<file path="config.mk">
export PLATFORM = sky130hd
export DESIGN_NAME = daq_event_word_deframer_unit_flat
export DESIGN_NICKNAME = d
export VERILOG_FILES = /design/src/rtl/dewd_pkg.sv /design/src/rtl/dewd_if.sv /design/src/rtl/dewd_ram.sv /design/src/rtl/daq_event_word_deframer_unit.sv /design/src/flat_wrapper.sv
export VERILOG_INCLUDE_DIRS = /design/src /design/src/rtl
export SDC_FILE = /design/constraint.sdc
export NUM_CORES = 1
export LEC_CHECK = 0
export BUFFER_PORTS_ARGS = -buffer_cell sky130_fd_sc_hd__buf_2
export CAP_MARGIN = 20
export CELL_PAD_IN_SITES_DETAIL_PLACEMENT = 2
export CELL_PAD_IN_SITES_GLOBAL_PLACEMENT = 2
export CORE_ASPECT_RATIO = 0.9
export CORE_MARGIN = 2
export CORE_UTILIZATION = 40
export DETAILED_ROUTE_END_ITERATION = 10
export GPL_ROUTABILITY_DRIVEN = 0
export GPL_TIMING_DRIVEN = 1
export PLACE_DENSITY = 0.79
export SYNTH_ARGS = -nofsm -noshare
export SYNTH_HDL_FRONTEND = slang
export SYNTH_SLANG_ARGS = --single-unit
</file>
<file path="constraint.sdc">
create_clock -name clock -period 7 [get_ports clock]
set_input_delay 0.7 -clock clock [delete_from_list [all_inputs] [get_ports clock]]
set_output_delay 0.7 -clock clock [all_outputs]
set_load 0.01 [all_outputs]
</file>
<file path="src/rtl/daq_event_word_deframer_unit_assert.svh">
// Assertion macros for the event word deframer.
// Included by the top level; depends on nothing else.
`ifndef DAQ_EVENT_WORD_DEFRAMER_UNIT_ASSERT_SVH
`define DAQ_EVENT_WORD_DEFRAMER_UNIT_ASSERT_SVH
`ifndef SYNTHESIS
`define DEWD_ASSERT_IMP(label, clk, rst, cond, expr) \
   label: assert property (@(posedge clk) disable iff (rst) (cond) |-> (expr)) \
      else $error("deframer check failed");
`define DEWD_ASSERT_NXT(label, clk, rst, cond, expr) \
   label: assert property (@(posedge clk) disable iff (rst) (cond) |=> (expr)) \
      else $error("deframer check failed");
`else
`define DEWD_ASSERT_IMP(label, clk, rst, cond, expr)
`define DEWD_ASSERT_NXT(label, clk, rst, cond, expr)
`endif
`endif

</file>
<file path="src/rtl/dewd_pkg.sv">
// Shared types and constants of the event word deframer.
// Used by the channel interfaces and the top level; depends on nothing.
package dewd_pkg;

   localparam int WORD_W      = 32;
   localparam int BOARD_W     = 8;
   localparam int LINK_W      = 6;
   localparam int CHIP_W      = 5;
   localparam int CHAN_W      = 6;
   localparam int BUNCH_W     = 4;
   localparam int COUNT_W     = 17;
   localparam int MAX_LINKS   = 64;
   localparam int MAX_BUNCHES = 16;
   localparam int MAP_BITS    = 40;
   localparam int LINK_BANKS  = 4;
   localparam int BANK_W      = $clog2(LINK_BANKS);
   localparam int BANK_DEPTH  = MAX_LINKS / LINK_BANKS;
   localparam int MAP_IDX_W   = $clog2(MAP_BITS);

   localparam logic [WORD_W-1:0]    PREFIX_WORD    = 32'h1111_1111;
   localparam logic [3:0]           VERSION_ONE    = 4'd1;
   localparam logic [3:0]           VERSION_TWO    = 4'd2;
   localparam logic [3:0]           HPAD_WORDS     = 4'd8;
   localparam logic [MAP_IDX_W-1:0] CH_ROC_HEADER  = 6'd0;
   localparam logic [MAP_IDX_W-1:0] CH_COMMON_MODE = 6'd19;
   localparam logic [MAP_IDX_W-1:0] CH_CRC         = 6'd39;
   localparam logic [CHAN_W-1:0]    CHAN_WRAP      = 6'd36;

   typedef enum logic [3:0] {
      PH_IDLE   = 4'd0,
      PH_SIGNAL = 4'd1,
      PH_EVHEAD = 4'd2,
      PH_SLEN   = 4'd3,
      PH_HPAD   = 4'd4,
      PH_BH1    = 4'd5,
      PH_BH2    = 4'd6,
      PH_LLEN   = 4'd7,
      PH_MAPHI  = 4'd8,
      PH_MAPLO  = 4'd9,
      PH_CHAN   = 4'd10,
      PH_FCRC   = 4'd11,
      PH_BPAD   = 4'd12
   } phase_type;

   typedef enum logic [0:0] {
      KIND_DATA          = 1'b0,
      KIND_VERSION_ERROR = 1'b1
   } kind_type;

   typedef struct packed {
      kind_type            result_kind;
      logic [BOARD_W-1:0]  board_id;
      logic [LINK_W-1:0]   link_number;
      logic [CHIP_W-1:0]   chip_number;
      logic [CHAN_W-1:0]   chip_channel;
      logic [BUNCH_W-1:0]  bunch_index;
      logic [WORD_W-1:0]   sample_word;
   } rsp_type;

endpackage

</file>
<file path="src/rtl/dewd_if.sv">
// Valid/ready channel interfaces for the stream words and the channel results.
// Depends on dewd_pkg for the field widths.
interface dewd_req_if;
   logic                        valid;
   logic                        ready;
   logic [dewd_pkg::WORD_W-1:0] data_word;
   logic                        event_start;

   modport source (output valid, output data_word, output event_start, input ready);
   modport sink (input valid, input data_word, input event_start, output ready);
endinterface

interface dewd_rsp_if;
   logic                         valid;
   logic                         ready;
   logic                         result_kind;
   logic [dewd_pkg::BOARD_W-1:0] board_id;
   logic [dewd_pkg::LINK_W-1:0]  link_number;
   logic [dewd_pkg::CHIP_W-1:0]  chip_number;
   logic [dewd_pkg::CHAN_W-1:0]  chip_channel;
   logic [dewd_pkg::BUNCH_W-1:0] bunch_index;
   logic [dewd_pkg::WORD_W-1:0]  sample_word;

   modport source (output valid, output result_kind, output board_id, output link_number,
                   output chip_number, output chip_channel, output bunch_index,
                   output sample_word, input ready);
   modport sink (input valid, input result_kind, input board_id, input link_number,
                 input chip_number, input chip_channel, input bunch_index,
                 input sample_word, output ready);
endinterface

</file>
<file path="src/rtl/dewd_ram.sv">
// Generic single-write, single-read RAM with a registered read port.
// Depends on nothing.
module dewd_ram #(
   parameter int WIDTH = 8,
   parameter int DEPTH = 16
) (
   input  logic                     clock,
   input  logic                     wr_en,
   input  logic [$clog2(DEPTH)-1:0] wr_addr,
   input  logic [WIDTH-1:0]         wr_data,
   input  logic [$clog2(DEPTH)-1:0] rd_addr,
   output logic [WIDTH-1:0]         rd_data_ff
);

   logic [WIDTH-1:0] mem_ff [DEPTH];

   always_ff @(posedge clock) begin
      if (wr_en) begin
         mem_ff[wr_addr] <= wr_data;
      end
      rd_data_ff <= mem_ff[rd_addr];
   end

endmodule

</file>
<file path="src/rtl/daq_event_word_deframer_unit.sv">
// Event word deframer top level: parser state, link length banks, result stage.
// Depends on dewd_pkg, dewd_if.sv, dewd_ram and the assertion macro header.
//
// The req channel takes one 32-bit stream word per handshake, with event_start
// set on the first word of each event. The rsp channel gives one result word per
// data channel of each link and bunch, or one error word for a bad format version.
// Every other word is consumed without a result.
// A word is accepted in any cycle while the skid register is empty, so the
// sustained rate is one word per clock. Results are registered in the result
// register, or in the one-deep skid register while that one is held; the two
// hold up to two, so a stalled receiver stops req only once both are full.
// The per-link lengths sit in four banks of registered-read RAM, one per byte of
// a length word, and are read while the first map word of a link is parsed.
// Synchronous reset returns the parser to waiting for an event start and empties
// both result registers.
`include "daq_event_word_deframer_unit_assert.svh"

module daq_event_word_deframer_unit (
   input logic  clock,
   input logic  reset,
   dewd_req_if.sink   req_chan,
   dewd_rsp_if.source rsp_chan
);

   import dewd_pkg::*;

   phase_type              phase_ff, phase_in;
   logic [COUNT_W-1:0]     words_seen_ff, words_seen_in;
   logic [COUNT_W-1:0]     event_words_ff, event_words_in;
   logic                   v2_ff, v2_in;
   logic [BOARD_W-1:0]     board_ff, board_in;
   logic [BUNCH_W-1:0]     bunch_total_ff, bunch_total_in;
   logic [MAX_BUNCHES-1:0] odd_ff, odd_in;
   logic [3:0]             hdr_words_ff, hdr_words_in;
   logic [BUNCH_W-1:0]     bunch_count_ff, bunch_count_in;
   logic [LINK_W-1:0]      link_total_ff, link_total_in;
   logic [LINK_W-1:0]      link_cursor_ff, link_cursor_in;
   logic [LINK_W-1:0]      chan_left_ff, chan_left_in;
   logic [MAP_BITS-1:0]    map_ff, map_in;

   rsp_type out_ff, out_in, skid_ff, skid_in;
   logic    rsp_valid_ff, rsp_valid_in, skid_valid_ff, skid_valid_in;

   rsp_type emit_data;
   logic    emit_valid;

   logic                  req_fire, out_fire;
   logic [WORD_W-1:0]     w;
   logic [COUNT_W-1:0]    ws_bump;
   logic                  more_links;
   logic [LINK_W-1:0]     link_len;
   logic [LINK_W-1:0]     len_sel;
   logic                  map_hit;
   logic [MAP_IDX_W-1:0]  map_idx;
   logic [CHAN_W-1:0]     chan_base;
   logic [LINK_BANKS-1:0] lens_we;
   logic [LINK_W-1:0]     lens_wdata [LINK_BANKS];
   logic [LINK_W-1:0]     lens_rdata [LINK_BANKS];
   logic [4:0]            slen_idx;
   logic [LINK_W:0]       llen_idx;

   function automatic phase_type bunch_phase(input logic [COUNT_W-1:0] ws,
                                             input logic [COUNT_W-1:0] ew);
      return (ws < ew) ? PH_BH1 : PH_IDLE;
   endfunction

   function automatic phase_type header_phase(input logic [3:0] hwr,
                                              input logic [BUNCH_W-1:0] bt,
                                              input logic v2,
                                              input logic [COUNT_W-1:0] ws,
                                              input logic [COUNT_W-1:0] ew);
      if ({hwr, 1'b0} < {1'b0, bt}) begin
         return PH_SLEN;
      end else if (v2 && (hwr < HPAD_WORDS)) begin
         return PH_HPAD;
      end
      return bunch_phase(ws, ew);
   endfunction

   assign req_fire = req_chan.valid && req_chan.ready;
   assign out_fire = rsp_valid_ff && rsp_chan.ready;
   assign w        = req_chan.data_word;
   assign ws_bump  = (words_seen_ff != '1) ? words_seen_ff + COUNT_W'(1) : words_seen_ff;
   assign more_links = ({1'b0, link_cursor_ff} + (LINK_W+1)'(1)) < {1'b0, link_total_ff};

   genvar b;
   generate
      for (b = 0; b < LINK_BANKS; b++) begin : g_len_bank
         assign lens_wdata[b] = w[8*b +: LINK_W];
         dewd_ram #(
            .WIDTH (LINK_W),
            .DEPTH (BANK_DEPTH)
         ) u_len_ram (
            .clock      (clock),
            .wr_en      (lens_we[b]),
            .wr_addr    (link_cursor_ff[LINK_W-1:BANK_W]),
            .wr_data    (lens_wdata[b]),
            .rd_addr    (link_cursor_ff[LINK_W-1:BANK_W]),
            .rd_data_ff (lens_rdata[b])
         );
      end
   endgenerate

   assign link_len = lens_rdata[link_cursor_ff[BANK_W-1:0]];
   assign len_sel  = (link_len >= LINK_W'(2)) ? link_len - LINK_W'(2) : '0;

   always_comb begin
      map_hit = 1'b0;
      map_idx = '0;
      for (int i = MAP_BITS - 1; i >= 0; i--) begin
         if (map_ff[i]) begin
            map_hit = 1'b1;
            map_idx = MAP_IDX_W'(i);
         end
      end
   end

   always_comb begin
      chan_base = map_idx - CHAN_W'(1) - ((map_idx > CH_COMMON_MODE) ? CHAN_W'(1) : CHAN_W'(0));
      if (chan_base >= CHAN_WRAP) begin
         chan_base = chan_base - CHAN_WRAP;
      end
   end

   always_comb begin
      phase_in       = phase_ff;
      words_seen_in  = words_seen_ff;
      event_words_in = event_words_ff;
      v2_in          = v2_ff;
      board_in       = board_ff;
      bunch_total_in = bunch_total_ff;
      odd_in         = odd_ff;
      hdr_words_in   = hdr_words_ff;
      bunch_count_in = bunch_count_ff;
      link_total_in  = link_total_ff;
      link_cursor_in = link_cursor_ff;
      chan_left_in   = chan_left_ff;
      map_in         = map_ff;
      lens_we        = '0;
      emit_valid     = 1'b0;
      emit_data      = '0;
      slen_idx       = '0;
      llen_idx       = '0;

      if (req_fire) begin
         if (req_chan.event_start) begin
            words_seen_in  = '0;
            bunch_count_in = '0;
            hdr_words_in   = '0;
            phase_in       = (w == PREFIX_WORD) ? PH_SIGNAL : PH_EVHEAD;
         end else begin
            unique case (phase_ff)
               PH_IDLE: begin
               end
               PH_SIGNAL: begin
                  phase_in = PH_EVHEAD;
               end
               PH_EVHEAD: begin
                  words_seen_in = COUNT_W'(1);
                  if (w[31:28] == VERSION_ONE || w[31:28] == VERSION_TWO) begin
                     v2_in = (w[31:28] == VERSION_TWO);
                     if (w[31:28] == VERSION_ONE) begin
                        event_words_in = COUNT_W'(w[15:0]);
                     end else if (w[15:0] == 16'd0) begin
                        event_words_in = '0;
                     end else begin
                        event_words_in = {w[15:0], 1'b0} - COUNT_W'(1);
                     end
                     board_in       = w[27:20];
                     bunch_total_in = w[19:16];
                     hdr_words_in   = '0;
                     bunch_count_in = '0;
                     phase_in = header_phase(4'd0, w[19:16], v2_in, COUNT_W'(1),
                                             event_words_in);
                  end else begin
                     emit_valid            = 1'b1;
                     emit_data.result_kind = KIND_VERSION_ERROR;
                     phase_in              = PH_IDLE;
                  end
               end
               PH_SLEN: begin
                  words_seen_in = ws_bump;
                  for (int k = 0; k < 2; k++) begin
                     slen_idx = {hdr_words_ff, 1'b0} + 5'(k);
                     if (slen_idx < {1'b0, bunch_total_ff}) begin
                        odd_in[slen_idx[BUNCH_W-1:0]] = w[16*k];
                     end
                  end
                  hdr_words_in = hdr_words_ff + 4'd1;
                  phase_in = header_phase(hdr_words_in, bunch_total_ff, v2_ff, ws_bump,
                                          event_words_ff);
               end
               PH_HPAD: begin
                  words_seen_in = ws_bump;
                  hdr_words_in  = hdr_words_ff + 4'd1;
                  phase_in = header_phase(hdr_words_in, bunch_total_ff, v2_ff, ws_bump,
                                          event_words_ff);
               end
               PH_BH1: begin
                  words_seen_in = ws_bump;
                  link_total_in = w[19:14];
                  board_in      = w[27:20];
                  phase_in      = PH_BH2;
               end
               PH_BH2: begin
                  words_seen_in  = ws_bump;
                  link_cursor_in = '0;
                  phase_in       = (link_total_ff != '0) ? PH_LLEN : PH_FCRC;
               end
               PH_LLEN: begin
                  words_seen_in = ws_bump;
                  for (int k = 0; k < LINK_BANKS; k++) begin
                     llen_idx   = {1'b0, link_cursor_ff} + (LINK_W+1)'(k);
                     lens_we[k] = (llen_idx < {1'b0, link_total_ff});
                  end
                  if (({1'b0, link_cursor_ff} + (LINK_W+1)'(LINK_BANKS))
                      >= {1'b0, link_total_ff}) begin
                     link_cursor_in = '0;
                     phase_in       = PH_MAPHI;
                  end else begin
                     link_cursor_in = link_cursor_ff + LINK_W'(LINK_BANKS);
                  end
               end
               PH_MAPHI: begin
                  words_seen_in = ws_bump;
                  map_in        = {w[MAP_BITS-WORD_W-1:0], {WORD_W{1'b0}}};
                  phase_in      = PH_MAPLO;
               end
               PH_MAPLO: begin
                  words_seen_in = ws_bump;
                  map_in        = {map_ff[MAP_BITS-1:WORD_W], w};
                  chan_left_in  = len_sel;
                  if (len_sel != '0) begin
                     phase_in = PH_CHAN;
                  end else if (more_links) begin
                     link_cursor_in = link_cursor_ff + LINK_W'(1);
                     phase_in       = PH_MAPHI;
                  end else begin
                     phase_in = PH_FCRC;
                  end
               end
               PH_CHAN: begin
                  words_seen_in = ws_bump;
                  if (map_hit) begin
                     map_in[map_idx] = 1'b0;
                     if (map_idx != CH_ROC_HEADER && map_idx != CH_COMMON_MODE &&
                         map_idx != CH_CRC) begin
                        emit_valid             = 1'b1;
                        emit_data.result_kind  = KIND_DATA;
                        emit_data.board_id     = board_ff;
                        emit_data.link_number  = link_cursor_ff;
                        emit_data.chip_number  = link_cursor_ff[LINK_W-1:1];
                        emit_data.chip_channel = chan_base;
                        emit_data.bunch_index  = bunch_count_ff;
                        emit_data.sample_word  = w;
                     end
                  end
                  if (chan_left_ff != '0) begin
                     chan_left_in = chan_left_ff - LINK_W'(1);
                  end
                  if (chan_left_in == '0) begin
                     if (more_links) begin
                        link_cursor_in = link_cursor_ff + LINK_W'(1);
                        phase_in       = PH_MAPHI;
                     end else begin
                        phase_in = PH_FCRC;
                     end
                  end
               end
               PH_FCRC: begin
                  words_seen_in = ws_bump;
                  if (v2_ff && (bunch_count_ff < bunch_total_ff) && odd_ff[bunch_count_ff]) begin
                     phase_in = PH_BPAD;
                  end else begin
                     bunch_count_in = bunch_count_ff + BUNCH_W'(1);
                     phase_in       = bunch_phase(ws_bump, event_words_ff);
                  end
               end
               PH_BPAD: begin
                  words_seen_in  = ws_bump;
                  bunch_count_in = bunch_count_ff + BUNCH_W'(1);
                  phase_in       = bunch_phase(ws_bump, event_words_ff);
               end
               default: begin
                  phase_in = PH_IDLE;
               end
            endcase
         end
      end
   end

   always_comb begin
      out_in        = out_ff;
      skid_in       = skid_ff;
      rsp_valid_in  = rsp_valid_ff;
      skid_valid_in = skid_valid_ff;
      if (skid_valid_ff) begin
         if (out_fire) begin
            out_in        = skid_ff;
            skid_valid_in = 1'b0;
         end
      end else if (emit_valid) begin
         if (!rsp_valid_ff || out_fire) begin
            out_in       = emit_data;
            rsp_valid_in = 1'b1;
         end else begin
            skid_in       = emit_data;
            skid_valid_in = 1'b1;
         end
      end else if (out_fire) begin
         rsp_valid_in = 1'b0;
      end
   end

   always_ff @(posedge clock) begin
      if (reset) begin
         phase_ff       <= PH_IDLE;
         words_seen_ff  <= '0;
         event_words_ff <= '0;
         v2_ff          <= 1'b0;
         board_ff       <= '0;
         bunch_total_ff <= '0;
         hdr_words_ff   <= '0;
         bunch_count_ff <= '0;
         link_total_ff  <= '0;
         link_cursor_ff <= '0;
         chan_left_ff   <= '0;
         map_ff         <= '0;
         rsp_valid_ff   <= 1'b0;
         skid_valid_ff  <= 1'b0;
      end else begin
         phase_ff       <= phase_in;
         words_seen_ff  <= words_seen_in;
         event_words_ff <= event_words_in;
         v2_ff          <= v2_in;
         board_ff       <= board_in;
         bunch_total_ff <= bunch_total_in;
         hdr_words_ff   <= hdr_words_in;
         bunch_count_ff <= bunch_count_in;
         link_total_ff  <= link_total_in;
         link_cursor_ff <= link_cursor_in;
         chan_left_ff   <= chan_left_in;
         map_ff         <= map_in;
         rsp_valid_ff   <= rsp_valid_in;
         skid_valid_ff  <= skid_valid_in;
      end
   end

   always_ff @(posedge clock) begin
      odd_ff  <= odd_in;
      out_ff  <= out_in;
      skid_ff <= skid_in;
   end

   assign req_chan.ready        = !skid_valid_ff;
   assign rsp_chan.valid        = rsp_valid_ff;
   assign rsp_chan.result_kind  = out_ff.result_kind;
   assign rsp_chan.board_id     = out_ff.board_id;
   assign rsp_chan.link_number  = out_ff.link_number;
   assign rsp_chan.chip_number  = out_ff.chip_number;
   assign rsp_chan.chip_channel = out_ff.chip_channel;
   assign rsp_chan.bunch_index  = out_ff.bunch_index;
   assign rsp_chan.sample_word  = out_ff.sample_word;

   `DEWD_ASSERT_IMP(a_skid_behind_out, clock, reset, skid_valid_ff, rsp_valid_ff)
   `DEWD_ASSERT_IMP(a_chan_has_words, clock, reset, phase_ff == PH_CHAN, chan_left_ff != '0)
   `DEWD_ASSERT_IMP(a_cursor_in_range, clock, reset, phase_ff == PH_MAPHI || phase_ff == PH_MAPLO || phase_ff == PH_CHAN, link_cursor_ff < link_total_ff)
   `DEWD_ASSERT_NXT(a_error_to_idle, clock, reset, emit_valid && emit_data.result_kind == KIND_VERSION_ERROR, phase_ff == PH_IDLE)

endmodule

</file>
<file path="src/flat_wrapper.sv">
// flat-port wrapper written by rule: the top's interface ports become plain ports
module daq_event_word_deframer_unit_flat import dewd_pkg::*;
  (clock, reset, req_chan_valid, req_chan_data_word, req_chan_event_start, req_chan_ready, rsp_chan_valid, rsp_chan_result_kind, rsp_chan_board_id, rsp_chan_link_number, rsp_chan_chip_number, rsp_chan_chip_channel, rsp_chan_bunch_index, rsp_chan_sample_word, rsp_chan_ready);
  dewd_req_if req_chan_i ();
  dewd_rsp_if rsp_chan_i ();
  input logic clock;
  input logic reset;
  input wire logic [$bits(req_chan_i.valid)-1:0] req_chan_valid;
  input wire logic [$bits(req_chan_i.data_word)-1:0] req_chan_data_word;
  input wire logic [$bits(req_chan_i.event_start)-1:0] req_chan_event_start;
  output wire logic [$bits(req_chan_i.ready)-1:0] req_chan_ready;
  output wire logic [$bits(rsp_chan_i.valid)-1:0] rsp_chan_valid;
  output wire logic [$bits(rsp_chan_i.result_kind)-1:0] rsp_chan_result_kind;
  output wire logic [$bits(rsp_chan_i.board_id)-1:0] rsp_chan_board_id;
  output wire logic [$bits(rsp_chan_i.link_number)-1:0] rsp_chan_link_number;
  output wire logic [$bits(rsp_chan_i.chip_number)-1:0] rsp_chan_chip_number;
  output wire logic [$bits(rsp_chan_i.chip_channel)-1:0] rsp_chan_chip_channel;
  output wire logic [$bits(rsp_chan_i.bunch_index)-1:0] rsp_chan_bunch_index;
  output wire logic [$bits(rsp_chan_i.sample_word)-1:0] rsp_chan_sample_word;
  input wire logic [$bits(rsp_chan_i.ready)-1:0] rsp_chan_ready;
  assign req_chan_i.valid = req_chan_valid;
  assign req_chan_i.data_word = req_chan_data_word;
  assign req_chan_i.event_start = req_chan_event_start;
  assign req_chan_ready = req_chan_i.ready;
  assign rsp_chan_valid = rsp_chan_i.valid;
  assign rsp_chan_result_kind = rsp_chan_i.result_kind;
  assign rsp_chan_board_id = rsp_chan_i.board_id;
  assign rsp_chan_link_number = rsp_chan_i.link_number;
  assign rsp_chan_chip_number = rsp_chan_i.chip_number;
  assign rsp_chan_chip_channel = rsp_chan_i.chip_channel;
  assign rsp_chan_bunch_index = rsp_chan_i.bunch_index;
  assign rsp_chan_sample_word = rsp_chan_i.sample_word;
  assign rsp_chan_i.ready = rsp_chan_ready;
  daq_event_word_deframer_unit u_core (.clock(clock), .reset(reset), .req_chan(req_chan_i), .rsp_chan(rsp_chan_i));
endmodule
</file>
# --- Word level (Yosys, flattened, before mapping) ---
# Memories as Yosys holds them, arrays and structs flattened. A register that Yosys moved wholly into a read port is not among the register bits.
# Index checks and enable logic that the tools add are counted.
word_totals:
  ff_bits: 259
  mem_bits_rw: 384
  memories: 4
memory_table:
  columns: ["name", "depth", "width", "read_ports", "rd_clocked_by_memory_dff", "write_ports", "line_no", "text"]
  rows:
  - ["u_core.g_len_bank[0].u_len_ram.mem_ff", 16, 6, 1, 1, 1, "dewd_ram.sv:15", "logic [WIDTH-1:0] mem_ff [DEPTH];"]
  - ["u_core.g_len_bank[1].u_len_ram.mem_ff", 16, 6, 1, 1, 1, "dewd_ram.sv:15", null]
  - ["u_core.g_len_bank[2].u_len_ram.mem_ff", 16, 6, 1, 1, 1, "dewd_ram.sv:15", null]
  - ["u_core.g_len_bank[3].u_len_ram.mem_ff", 16, 6, 1, 1, 1, "dewd_ram.sv:15", null]
op_classes:
  n_addsub: 16
  n_lt_le_gt_ge: 24
  n_eq_ne: 29
  n_mux: 197
  bitwise: 7
  reduce_logical: 49
ops:
  columns: ["cell", "count"]
  rows:
  - ["$mux 62", 7]
  - ["$mux 6", 52]
  - ["$mux 17", 8]
  - ["$mux 61", 2]
  - ["$pmux 40 s3", 1]
  - ["$mux 16", 5]
  - ["$mux 4", 20]
  - ["$mux 1", 79]
  - ["$pmux 4 s13", 1]
  - ["$and 40x40->40", 1]
  - ["$mux 40", 1]
  - ["$not 40->40", 1]
  - ["$pmux 17 s2", 1]
  - ["$bwmux 16", 2]
  - ["$eq 32x29->1 const B", 1]
  - ["$pmux 6 s4", 1]
  - ["$reduce_bool 6->1", 4]
  - ["$lt 7x6->1", 3]
  - ["$reduce_and 3->1", 7]
  - ["$eq 4x4->1 const B", 5]
  - ["$reduce_and 4->1", 5]
  - ["$add 17x1->17 const B", 1]
  - ["$lt 1x17->1 const A", 1]
  - ["$lt 17x17->1", 1]
  - ["other kinds (64)", 112]

# --- Logic depth before layout (Yosys ltp) ---
logic_depth:
  word_depth: 53
  depth_mapped: 17

# --- Modules after synthesis ---
# Synthesis repeated with hierarchy kept, for this count alone.
unflattened:
  hier_cells: 2302
  hier_area_um2: 30220.2
modules_own_cells:
  columns: ["module", "n_inst", "cells_each", "area_each_um2", "seq_area_each_um2"]
  rows:
  - ["dewd_ram", 4, 178, 3895.0, 3002.9]
  - ["daq_event_word_deframer_unit", 1, 1590, 14640.3, 6286.0]

# --- Worst setup path before layout ---
# OpenSTA, ideal clock, no wires.
synth_path:
  kind: "register to register"
  start: "reg u_core.map_ff[17]"
  end: "reg u_core.skid_ff[0] (netlist bit) (enable)"
  setup_ps: 555
  arrival_time_ps: 6375
  t_required_ps: 6445
  path_slack_ps: 71
  stages_incl_launch_ff: 12
  period_less_slack_ps: 6929
  path_cell_list: "dfxtp_1 nor2b_1 o21bai_1 nand2_1 o311a_1 o31ai_2 clkinv_1 a31oi_1 o211a_2 buf_2 nor2_1 nor3b_1"
synth_via:
  elab_chain_len: 27
  word_cells_on_any_way: 47
  cone_classes: "eq/ne (2); mux (41); reduce/logical (4)"
synth_rtl:
  columns: ["item", "line_no", "text"]
  rows:
  - ["from (decl)", "daq_event_word_deframer_unit.sv:39", "logic [MAP_BITS-1:0] map_ff, map_in;"]
  - ["from (signal assigned)", "daq_event_word_deframer_unit.sv:343", "map_ff <= map_in;"]
  - ["$mux 6 (18 in a row)", "daq_event_word_deframer_unit.sv:111", "if (map_ff[i]) begin"]
  - ["$ne 6x5->1 / $reduce_bool 6->1 (equally long branches)", "daq_event_word_deframer_unit.sv:246", "if (map_idx != CH_ROC_HEADER && map_idx != CH_COMMON_MODE &&"]
  - ["$logic_and 1x1->1 (2 in a row)", "daq_event_word_deframer_unit.sv:246", null]
  - ["$mux 1", "daq_event_word_deframer_unit.sv:246", null]
  - ["$mux 1 *", "daq_event_word_deframer_unit.sv:244", "if (map_hit) begin"]
  - ["$pmux 1 s2 *", "daq_event_word_deframer_unit.sv:152", "unique case (phase_ff)"]
  - ["$mux 1 *", "daq_event_word_deframer_unit.sv:146", "if (req_chan.event_start) begin"]
  - ["$mux 1 *", "daq_event_word_deframer_unit.sv:145", "if (req_fire) begin"]
  - ["$reduce_and 3->1 (no source line) *", null, null]
  - ["to (signal assigned)", "daq_event_word_deframer_unit.sv:352", "skid_ff <= skid_in;"]
  - ["to (decl)", "daq_event_word_deframer_unit.sv:41", "rsp_type out_ff, out_in, skid_ff, skid_in;"]
# Mark *: on every way between the ends. The rest lies on a longest branch, timed or not.
# A chain may end at the register's enable or synchronous reset.

# --- Final worst setup path ---
layout_path:
  start: "reg u_core.link_cursor_ff[2]"
  end: "mem u_core.g_len_bank[1].u_len_ram.mem_ff[10][3] (netlist bit) (enable)"
layout_via:
  elab_chain_len: 7
layout_rtl:
  columns: ["item", "line_no", "text"]
  rows:
  - ["from (decl)", "daq_event_word_deframer_unit.sv:37", "logic [LINK_W-1:0] link_cursor_ff, link_cursor_in;"]
  - ["from (signal assigned)", "daq_event_word_deframer_unit.sv:341", "link_cursor_ff <= link_cursor_in;"]
  - ["$add 6x1->7", "daq_event_word_deframer_unit.sv:213", "llen_idx = {1'b0, link_cursor_ff} + (LINK_W+1)'(k);"]
  - ["$lt 7x6->1", "daq_event_word_deframer_unit.sv:214", "lens_we[k] = (llen_idx < {1'b0, link_total_ff});"]
  - ["$mux 4", "daq_event_word_deframer_unit.sv:152", null]
  - ["$mux 4", "daq_event_word_deframer_unit.sv:146", null]
  - ["$mux 4", "daq_event_word_deframer_unit.sv:145", null]
  - ["$mux 1", "dewd_ram.sv:18", "if (wr_en) begin"]
  - ["$mux 1 (not written as such)", "dewd_ram.sv:19", "mem_ff[wr_addr] <= wr_data;"]
  - ["to (decl)", "dewd_ram.sv:15", null]
# Several ways; a longest one is shown, not always the timed one.

==> key figures <==
Run status
  • Status: finished, final reports clean

Critical path
  • Crit Path Category: reg2reg
  • Crit path largest cell delay: 810 ps
  • CP required: 7240 ps
  • Critical Path, Cell by Cell: buf_4 -> ha_1 -> nand2_1 -> xnor2_1 -> ha_1 -> o21ai_0 -> nand2_1 -> nand2_1 -> nand3_1 -> nor2_1
  • CP Data Arrival Time: 4990 ps
  • R2r endpoint: u_core.g_len_bank[1].u_len_ram.mem_ff[10][3]
  • Reg-to-reg slack, setup: 2250 ps
  • Critical Path Fanout Max: 33
  • Critical path endpoint category: flip-flop
  • Startpoint Class: flip-flop
  • Crit-path most repeated cell: nand2_1
  • Worst r2r src: u_core.link_cursor_ff[2]
  • R2r worst-path depth: 10
  • Crit-path slowest cell: nor2_1

Global routing
  • Gr usage total: 25.7%
  • Initial antenna violation count: 6
  • Congestion Overflow GR: 0
  • Pin count of the biggest net entering global routing: 62
  • Vias in the first global route: 21700
  • First-pass GRT wire length: 145 mm

Floorplanning
  • Die width: 290 um
  • Core area: 73000 um2
  • Initial cell density of the core: 40.4%
  • Row count: 94
  • # IOs: 101
  • Die area: 75900 um2
  • Die Y-Extent: 262 um

Logic synthesis
  • Flops & latches, synth: 657
  • Post-synth EDFFs: 514
  • Asr flop ratio synth: 0%
  • Instance count of the mapped netlist: 2169
  • Mapped Area: 29500 um2
  • Sequential area share after synthesis: 62.0%
  • Synth Area per Inst: 13.6 um2
  • Syn_nets: 2277
  • Synth Flop Type: edfxtp_1
  • Synth unique cells: 82
  • Yosys warns: 0

Power
  • Sw frac: 21.8%
  • Internal power: 6470 uW
  • Leak Pwr: 0.0115 uW
  • Clock power share: 47.1%
  • Power Density: 248 nW/um2
  • Register share of total power: 50.7%
  • Overall power: 8280 uW
  • Peak VDD IR: 0.157 mV
  • Logic pwr share: 2.2%
  • NetSw: 1800 uW

Place
  • Area after DPL: 30900 um2
  • IO Port Bufs: 100
  • Final HPWL from detailed placement: 64.5 mm

Detailed routing
  • DR pass1 iterations: 5
  • Total number of vias: 19841
  • DRC: 0
  • Final wirelength: 97.0 mm
  • DR top layer: met4
  • Metal-1 WL: 40.8 mm
  • Initial DRC Count: 1986
  • Via density per instance: 6.07
  • Routed Antenna Nets: 0
  • Mean routed wirelength per cell: 29.6 um
  • DR WL met3: 5.90 mm
  • Met2 wire len: 47.1 mm

Clocking
  • H-tree Lvls: 3
  • Total CTS buffers: 74
  • CTS resizes: 0
  • Clk sinks: 657
  • # hold bufs at CTS: 0
  • Reg clk slew, reported paths: 60 ps
  • Post-CTS Setup Bufs: 0
  • CTS tree: yes
  • CTS Buffer Depth: 3
  • Worst-Skew Late Latency: 630 ps
  • Clock root cell: clkbuf_16

Layout
  • Multi-input gate area: 10500 um2
  • Area grow syn2layout: 13.1%
  • Post-layout util: 45.7%
  • Layout cells sized above 1: 17.8%
  • Nets: 2358
  • Fill cells: 7071
  • Register area: 18300 um2
  • Design area: 33400 um2
  • Most frequent cells in the layout: edfxtp_1, nor2_1, dfxtp_1, mux4_2, nand2_1
  • Commonest non-fill, non-tap cell in the layout: edfxtp_1

Timing
  • Final Max Tran Viols: 0
  • Clock skew: 21.6 ps
  • Tightest Pin Transition: 981 ps
  • Slew margin rel.: 34.6%
  • Fin crit period: 4750 ps
  • # setup viols final: 0
  • Final worst-path cycle share: 67.8%
  • Final Hold Fails: 0
  • Fmax achieved: 211 MHz
  • Fin Setup TNS: 0 ps
  • RSZ-0062 raised after global routing: no

Min path
  • HP Start: rsp_chan_ready
  • Hold depth: 2
  • WHS Endpoint: u_core.skid_valid_ff
  • Worst Hold Class: in2reg

Job
  • Max-cap violation count: 0
[critical path: cells and delay by family (launching register included)]
family / cells / cell delay, ps
xor gates and xnor gates: 1 / 270
and+or+nand+nor: 5 / 1830
buffers and inverters: 1 / 610
AOI/OAI and AO/OA: 1 / 110
adders and majority gates: 2 / 830
DFF: 1 / 670
[cell families after synthesis]
| kind of cell | Yosys count | share of synthesized area (%) |
|---|---|---|
| buffers and inverters | 180 | 2.49 |
| muxes | 156 | 10.9 |
| adders and majority gates | 71 | 3.01 |
| DFF | 657 | 62.0 |
| and+or+nand+nor | 666 | 11.2 |
| xor gates and xnor gates | 43 | 1.28 |
| AOI/OAI and AO/OA | 396 | 9.14 |
[power groups by stage]
| stage | sequential (uW) | combinational [uW] | clock (uW) |
|---|---|---|---|
| after floorplan | 4280 | 61.2 | 0 |
| after global placement | 4280 | 174 | 0 |
| after detailed placement | 4280 | 183 | 0 |
| after CTS | 4200 | 183 | 3960 |
| after global routing | 4200 | 196 | 4080 |
| final | 4200 | 185 | 3900 |
[metal layers]
metal | vias to the layer above | GRT usage, %
met2 | 725 | 43.0
li1 | 8505 | -
met1 | 10435 | 33.5
met3 | 176 | 5.08
met4 | 0 | 9.13
met5 | - | 0
[state kept, by name, indices dropped and copies added (netlist names), 8 cells and up]
signal / flops
u_core.odd_ff: 16
u_core.rsp_chan.board_id: 8
u_core.words_seen_ff: 17
u_core.board_ff: 8
u_core.event_words_ff: 17
u_core.g_len_bank.u_len_ram.rd_data_ff: 24
u_core.rsp_chan.sample_word: 32
u_core.map_ff: 40
u_core.skid_ff: 57
u_core.g_len_bank.u_len_ram.mem_ff: 384
[cell type report]
cell class	count	area share [%]
sequential	657	54.9
multi-input combinational	1332	31.4
clock buffer	98	6.23
timing repair buffer	126	2.20
tap	960	3.60
inverter	59	0.664
clock inverter	37	0.964
antenna	2	0.0150
[synth_stat cells, types with 7 or more instances]
cell type  number  area share, %
a211oi_1       47            1.2
nand2b_1       20           0.42
a31oi_1        18           0.38
ha_1           71            3.0
nor2b_1        19           0.40
xnor2_1        29           0.86
mux4_2        131             10
buf_1          16           0.20
o211ai_1       10           0.25
a22oi_1        39           0.99
nor4_1         20           0.42
mux2i_1        24           0.81
a21o_1         62            1.6
nor2_1        235            3.0
nor3_1         55           0.93
or3_1          13           0.28
xor2_1         14           0.42
nand3b_1        7           0.18
edfxtp_1      514             52
nand3_1        39           0.66
and3_1         15           0.32
o21ai_0        48           0.81
or4_1           7           0.18
nand4_1        18           0.38
dfxtp_1       143            9.7
and2_4         20           0.59
a21oi_1        85            1.4
inv_1          56           0.71
or2_2           7           0.15
o21a_1          8           0.20
clkbuf_1       88            1.1
and2_1         38           0.81
nand2_1       123            1.6
buf_2           8           0.14
[through the flow]
step / std cells / worst slack (ps) / hold slack (ps)
2_1_floorplan: 2169 / 70.6 / 432
3_3_place_gp: 3129 / 2610 / 446
3_5_place_dp: 3129 / 2270 / 458
4_1_cts: 3264 / 2240 / 332
5_1_grt: 3271 / 1940 / 356
6_report: 3271 / 2250 / 363
[worst max path at each step]
stage	from	to	slack [ps]	cells after the start
2_1_floorplan	u_core.map_ff[17]	u_core.skid_ff[0]	70	11
3_3_place_gp	u_core.map_ff[18]	u_core.skid_ff[42]	2610	10
3_5_place_dp	u_core.link_cursor_ff[2]	u_core.g_len_bank[1].u_len_ram.mem_ff[10][3]	2270	10
4_1_cts	u_core.link_cursor_ff[2]	u_core.g_len_bank[1].u_len_ram.mem_ff[10][3]	2240	10
5_1_grt	u_core.link_cursor_ff[2]	u_core.g_len_bank[3].u_len_ram.mem_ff[11][2]	1940	9
6_report	u_core.link_cursor_ff[2]	u_core.g_len_bank[1].u_len_ram.mem_ff[10][3]	2250	10
(Power assumes the default switching activity.)
